==> src/planar_pose_compose_assert.svh <==
// Assertion macros shared by the planar pose compose RTL.
// Each macro expects clk and arst_n to be visible where it is used.
`ifndef PLANAR_POSE_COMPOSE_ASSERT_SVH
`define PLANAR_POSE_COMPOSE_ASSERT_SVH

// Same-cycle implication.
`define PPC_ASSERT_IMP(lbl, ante, cons) \
	lbl: assert property (@(posedge clk) disable iff (!arst_n) (ante) |-> (cons)) \
		else $error("ppc: implication check failed");

// Next-cycle implication.
`define PPC_ASSERT_NXT(lbl, ante, cons) \
	lbl: assert property (@(posedge clk) disable iff (!arst_n) (ante) |=> (cons)) \
		else $error("ppc: next-cycle check failed");

`endif

==> src/ppc_pkg.sv <==
// ---------------------------------------------------------------------------
// ppc_pkg
// Types, widths and CORDIC helpers for the planar pose compose pipeline.
// ---------------------------------------------------------------------------
package ppc_pkg;

	localparam int POS_W    = 32;
	localparam int ANG_W    = 16;
	localparam int GUARD    = 8;
	localparam int DP_W     = 44;
	localparam int Z_W      = 34;
	localparam int ITERS    = ANG_W;
	localparam int PER_STG  = 2;
	localparam int CSTG     = ITERS / PER_STG;
	localparam int GAIN_W   = 30;
	localparam int HI_W     = DP_W - GAIN_W;
	localparam logic [GAIN_W-1:0] GAIN_Q30 = 30'd652032874;

	typedef struct packed {
		logic signed [POS_W-1:0] first_x;
		logic signed [POS_W-1:0] first_y;
		logic signed [ANG_W-1:0] first_heading;
		logic signed [POS_W-1:0] second_x;
		logic signed [POS_W-1:0] second_y;
		logic signed [ANG_W-1:0] second_heading;
	} pose_t;

	typedef struct packed {
		logic signed [POS_W-1:0] result_x;
		logic signed [POS_W-1:0] result_y;
		logic signed [ANG_W-1:0] result_heading;
		logic                    saturated;
	} result_t;

	// Values carried alongside the rotation.
	typedef struct packed {
		logic signed [POS_W-1:0] ox;
		logic signed [POS_W-1:0] oy;
		logic signed [ANG_W-1:0] hsum;
	} side_t;

	typedef struct packed {
		logic signed [DP_W-1:0] x;
		logic signed [DP_W-1:0] y;
		logic signed [Z_W-1:0]  z;
		side_t                  side;
	} cordic_t;

	// Split gain products for one coordinate.
	typedef struct packed {
		logic [DP_W-1:0]   hik;
		logic [GAIN_W-1:0] lok;
		logic              neg;
	} gprod_t;

	typedef struct packed {
		gprod_t gx;
		gprod_t gy;
		side_t  side;
	} gain_t;

	// atan(2^-i) in a 32-bit turn (2^31 = pi)
	function automatic logic signed [Z_W-1:0] atan_turn(input int i);
		logic signed [Z_W-1:0] r;
		case (i)
			0:  r = 34'sd536870912;
			1:  r = 34'sd316933406;
			2:  r = 34'sd167458907;
			3:  r = 34'sd85004756;
			4:  r = 34'sd42667331;
			5:  r = 34'sd21354465;
			6:  r = 34'sd10680862;
			7:  r = 34'sd5340245;
			8:  r = 34'sd2670675;
			9:  r = 34'sd1335343;
			10: r = 34'sd667544;
			11: r = 34'sd333772;
			12: r = 34'sd166886;
			13: r = 34'sd83443;
			14: r = 34'sd41722;
			15: r = 34'sd20861;
			16: r = 34'sd10430;
			17: r = 34'sd5215;
			18: r = 34'sd2608;
			19: r = 34'sd1304;
			20: r = 34'sd652;
			21: r = 34'sd326;
			22: r = 34'sd163;
			23: r = 34'sd81;
			default: r = '0;
		endcase
		return r;
	endfunction

	function automatic cordic_t cordic_iter(input cordic_t c, input int i);
		cordic_t r;
		logic signed [DP_W-1:0] dx;
		logic signed [DP_W-1:0] dy;
		r  = c;
		dx = c.y >>> i;
		dy = c.x >>> i;
		if (!c.z[Z_W-1]) begin
			r.x = c.x - dx;
			r.y = c.y + dy;
			r.z = c.z - atan_turn(i);
		end else begin
			r.x = c.x + dx;
			r.y = c.y - dy;
			r.z = c.z + atan_turn(i);
		end
		return r;
	endfunction

endpackage

==> src/ppc_gain.sv <==
// ---------------------------------------------------------------------------
// ppc_gain
// CORDIC gain correction: magnitude split, then split products per lane.
// ---------------------------------------------------------------------------
module ppc_gain (
	input  logic             clk,
	input  logic             arst_n,
	input  logic             in_valid,
	output logic             in_stall,
	input  ppc_pkg::cordic_t in_data,
	output logic             out_valid,
	input  logic             out_stall,
	output ppc_pkg::gain_t   out_data
);
	import ppc_pkg::*;

	typedef struct packed {
		logic [DP_W-1:0] mx;
		logic [DP_W-1:0] my;
		logic            nx;
		logic            ny;
		side_t           side;
	} mag_t;

	logic  v_s1, v_s2;
	logic  st_s1, st_s2;
	mag_t  m_s1;
	gain_t g_s2;
	gain_t g_next;

	function automatic gprod_t split_mul(input logic [DP_W-1:0] m, input logic n);
		gprod_t                   r;
		logic [HI_W+GAIN_W-1:0]   ph;
		logic [2*GAIN_W-1:0]      pl;
		ph    = m[DP_W-1:GAIN_W] * GAIN_Q30;
		pl    = m[GAIN_W-1:0] * GAIN_Q30;
		r.hik = ph[DP_W-1:0];
		r.lok = pl[2*GAIN_W-1:GAIN_W];
		r.neg = n;
		return r;
	endfunction

	assign st_s2 = v_s2 && out_stall;
	assign st_s1 = v_s1 && st_s2;

	always_comb begin
		g_next.gx   = split_mul(m_s1.mx, m_s1.nx);
		g_next.gy   = split_mul(m_s1.my, m_s1.ny);
		g_next.side = m_s1.side;
	end

	always_ff @(posedge clk or negedge arst_n) begin
		if (!arst_n) begin
			v_s1 <= 1'b0;
			v_s2 <= 1'b0;
		end else begin
			if (!st_s1) v_s1 <= in_valid;
			if (!st_s2) v_s2 <= v_s1;
		end
	end

	always_ff @(posedge clk) begin
		if (!st_s1) begin
			m_s1.nx   <= in_data.x[DP_W-1];
			m_s1.ny   <= in_data.y[DP_W-1];
			m_s1.mx   <= in_data.x[DP_W-1] ? -in_data.x : in_data.x;
			m_s1.my   <= in_data.y[DP_W-1] ? -in_data.y : in_data.y;
			m_s1.side <= in_data.side;
		end
		if (!st_s2) begin
			g_s2 <= g_next;
		end
	end

	assign in_stall  = st_s1;
	assign out_valid = v_s2;
	assign out_data  = g_s2;

endmodule

==> config.mk <==
export PLATFORM = sky130hd
export DESIGN_NAME = ppc_gain
export DESIGN_NICKNAME = d
export VERILOG_FILES = /design/src/planar_pose_compose_assert.svh /design/src/ppc_pkg.sv /design/src/ppc_gain.sv
export SDC_FILE = /design/constraint.sdc
export NUM_CORES = 2
export LEC_CHECK = 0
export ABC_AREA = 1
export ABC_CLOCK_PERIOD_IN_PS = 19100
export BUFFER_PORTS_ARGS = -buffer_cell sky130_fd_sc_hd__buf_2
export CORE_ASPECT_RATIO = 0.7
export CORE_MARGIN = 1
export CORE_UTILIZATION = 65
export CTS_BUF_LIST = sky130_fd_sc_hd__clkbuf_16
export DETAILED_ROUTE_END_ITERATION = 6
export GPL_TIMING_DRIVEN = 0
export PLACE_DENSITY_LB_ADDON = 0.05
export SLEW_MARGIN = 20
export SYNTH_ARGS = -nofsm -noshare
export SYNTH_HDL_FRONTEND = slang
export SYNTH_SLANG_ARGS = --single-unit
export TNS_END_PERCENT = 10
==> constraint.sdc <==
create_clock -name clk -period 19.1 [get_ports clk]
set_clock_uncertainty 0.05 [all_clocks]
set_input_delay 3.82 -clock clk [delete_from_list [all_inputs] [get_ports clk]]
set_output_delay 3.82 -clock clk [all_outputs]
set_load 0.03 [all_outputs]
After elaboration in Yosys (flattened, before gate mapping):

Cells that the tools add are included.

* register bits: 400
* latch bits: 0
* RAM bits: 0
* memory bits (read-only): 0
* bits of input ports: 206
* output and inout port bits: 232
* word-level logic and storage cells: 30
* memories kept: 0

* $add $sub $neg: 2
* multipliers: 4
* div/mod/pow operators: 0
* $lt $le $gt $ge: 0
* eq/ne operators: 0
* shifts and indexed selects: 0
* mux-type cells: 2
* bitwise logic cells: 0
* reduce and logical (&&, ||, !) cells: 2

Operators by type and width (number)
* $mul 30x29->59 const B: 2
* $neg 44->44: 2
* $mul 14x29->43 const B: 2
* $mux 43: 2
* $logic_and 1x1->1: 2

Longest topological paths before layout:

* depth in word-level cells: 2
* depth in mapped cells: 27
* mapped depth without buffers: 27

Worst setup path before layout:

OpenSTA, ideal clock, no wires.

* path type: input -> register
* from: in out_stall
* to: reg m_s1, in the netlist g_next[0], enable pin
* library setup time: 0.505 ns
* data arrival time: 13.871 ns
* data required time: 18.545 ns
* slack: 4.674 ns
* stages on the path: 3
* buffers on the path: 0
* path through: nand2_1 > nor2_1 > inv_1

* longest elaborated chain between the ends: 2

RTL lines
* from (decl): line ppc_gain.sv:12 `input logic out_stall,`
* $logic_and 1x1->1: line ppc_gain.sv:43 `assign st_s2 = v_s2 && out_stall;`
* $logic_and 1x1->1: line ppc_gain.sv:44 `assign st_s1 = v_s1 && st_s2;`
* net in_stall: line ppc_gain.sv:9 `output logic in_stall,`
* to (decl): line ppc_gain.sv:27 `mag_t m_s1;`

The timed path passes the listed nets, and every way through them passes these cells.
A chain may end at the register's enable or synchronous reset.

Final worst setup path:

* from: in out_stall
* to: out in_stall

* longest elaborated chain between the ends: 2

RTL lines (line)
* $logic_and 1x1->1: ppc_gain.sv:43
* $logic_and 1x1->1: ppc_gain.sv:44
* to (decl): ppc_gain.sv:9

No other way between the ends.

==> impl_metrics.yaml <==
outcome:
  status: "finished clean"
place:
  dp_slack_ns: 10.05
  gp_congestion: 1.022
  port_buffers: 401
  dp_hpwl_mm: 162.3
job:
  cap_viol_max_count: 0
worst_setup_path:
  crit_chain: "buf_2 -> nand2_4 -> buf_16 -> nor2_1 -> buf_2"
  r2r_start: "m_s1[134]$_DFFE_PN_"
  critPathKind: "in2out"
  r2r-end: "out_data[169]$_DFFE_PN_"
  crit_start: "out_stall"
  critical_path_arrival_ns: 5.17
  cp_common_cell: "buf_2"
  critPathMaxFanout: 47
  critical_path.max_stage_delay_ns: 0.38
  end_kind: "output port"
  slowest_stage: "nor2_1"
  required_ns: 15.23
  rr_worst_depth: 24
  rrSetupSlack_ns: 11.64
  cp-start-kind: "input port"
floorplan:
  die_w_um: 388.3
  io_pins: 438
  std_cell_rows: 98
  dieHeight_um: 272.4
  start_util_pct: 66.08
  core_area_mm2: 0.1028
  dieArea_mm2: 0.1058
clocking:
  holdBufCountCts: 0
  numCtsBuffers: 41
  post_cts_buffers: 0
  cts_root_buf: "clkbuf_16"
  cts.sinks: 400
  cts_buffer_depth: 3
  cts_resized: 0
  cts_max_level: 2
  cts_tree: "built"
  clk_latency_ns: 0.64
  clk_pin_slew_ns: 0.06
synthesis:
  synth_ff_type: "edfxtp_1"
  synth_top_area_share_pct: 33.97
  synth.distinct_cells: 46
  synthesis.area_mm2: 0.06790
  yosysMostFrequentCell: "inv_1"
  yosys.area.top_type: "fa_1"
  ys_warn_count: 0
  synth_edf_count: 398
  synthCells: 7514
  syn_area_per_cell_um2: 9.036
  ys_seq_area_share_pct: 17.68
  yosys-top-cells-count: "2,294 x inv_1, 1,494 x nand2_1, 1,152 x fa_1"
  ys_async_sr_fraction_pct: 0.5000
  yosys-top-cells-area: "fa_1 34%, ha_1 18%, edfxtp_1 18%"
  synth_seq_cells: 400
cells_and_area:
  area_growth_pct: 7.786
  multi_input_area_mm2: 0.04718
  finalNetCount: 10290
  register_area_mm2: 0.01200
  drive_above_1_share_pct: 7.314
  fillers: 8074
sta:
  fmax_mhz: 110.6
  tns_ns: 0
  setup_viol: 0
  slew-limit-headroom_pct: 26.01
  tightestPinTransition_ns: 1.110
  fin_crit_sh_pct: 47.34
  hold_slack_ns: 0.3535
  setup_slack_ns: 10.06
  slew_viol_final: 0
  rsz0062_at_grt: "no"
  hold_violations: 0
  min_period_ns: 9.043
routing:
  dr_total_vias: 49850
  drt-wirelength-per-cell_um: 19.73
  avgViaCountPerCell: 5.331
  drt-initial-drc-count: 3894
  drc: 0
  first_pass_iters: 5
  ant_nets: 0
  wirelength_mm: 184.5
hold_path:
  hold_path_end: "out_data[42]$_DFFE_PN_"
  worstHoldStart: "g_next[42]$_DFFE_PN_"
  hp-class: "reg2reg"
  min_path_cells: 0
global_routing:
  grt.overflow.total: 0
  grt_pass1_vias: 51550
  antenna_found_initial: 4
  grt_start_max_net_pins: 97
  grt_pass1_wl_mm: 288.8
  track_usage_pct: 36.11
flip-flops by register name, summed over array words and instances, names as in the netlist:
register and flops:
v_s1 1, g_next 82, m_s1 88, out_data 228
out_valid 1
critical path, delay by kind of cell:
kind                   cells  cell delay, ns
buffers and inverters      3            0.69
and+or+nand+nor            2            0.64
per-stage QoR:
| step | cell area, um^2 | std cells | util (%) |
|---|---|---|---|
| 5_1_grt | 73180 | 9351 | 71.22 |
| 6_report | 73180 | 9351 | 71.22 |
| 3_5_place_dp | 71760 | 9272 | 69.84 |
| 2_1_floorplan | 67900 | 7515 | - |
| 3_3_place_gp | 71590 | 9266 | 69.68 |
| 4_1_cts | 73160 | 9347 | 71.20 |
placed cells by master, fill, tap and decap left out, types with 11 or more instances in the layout:
master	Yosys	final
and2_1	11	11
fa_1	1152	1152
o21ai_0	53	53
nand2_2	23	23
a21o_1	11	11
nand2_1	1494	1493
a21oi_1	143	143
xor2_1	92	92
nand3_1	218	218
ha_1	964	964
inv_2	13	13
nor3_1	41	41
nand4_1	51	51
nor2_2	23	23
buf_2	3	404
clkbuf_16	0	41
nor2_4	18	18
edfxtp_1	398	398
inv_1	2294	2298
xnor2_1	39	39
nor2_1	382	382
per-layer routing:
layer / track usage, % / vias to the layer above / part of all wire, %
met5: 1.197 / - / 0.11
met4: 8.716 / 4 / 2.8
met1: 51.85 / 24180 / 43
met3: 8.902 / 259 / 11
met2: 55.35 / 2087 / 44
li1: - / 23320 / -
worst max path at each step:
stage / endpoint / slack, ns
2_1_floorplan: g_next[0]$_DFFE_PN_ / 4.67
3_3_place_gp: m_s1[126]$_DFFE_PN_ / 1.83
3_5_place_dp: in_stall / 10.05
4_1_cts: in_stall / 10.03
5_1_grt: in_stall / 9.98
6_report: in_stall / 10.06
cells by family (layout without fill, tap and decap cells):
logic type                 after synthesis  count (layout)  synth area share, %
and+or+nand+nor                       2298            2298                14.04
DFF                                    400             400                17.68
buffers and inverters                 2321            2804                12.85
other                                    1               5             0.005523
AOI/OAI and AO/OA                      247             247                2.003
xor gates and xnor gates               131             131                1.690
adders and majority gates             2116            2116                51.73
area by class of cell:
class                   instances  share of cell area (%)
repair buffers                408                   2.972
well taps                    1350                   2.308
multi-input cells            4794                   64.47
clock inverters                34                  0.5061
diodes                          3                 0.01026
inverters                    2308                   11.85
flip-flops and latches        400                   16.40
clock buffers                  41                   1.402
plain buffers                  13                 0.08207
Power is left out: the tool's default activity adds up to more than one toggle a clock period on the data nets, which glitch-free logic cannot reach.
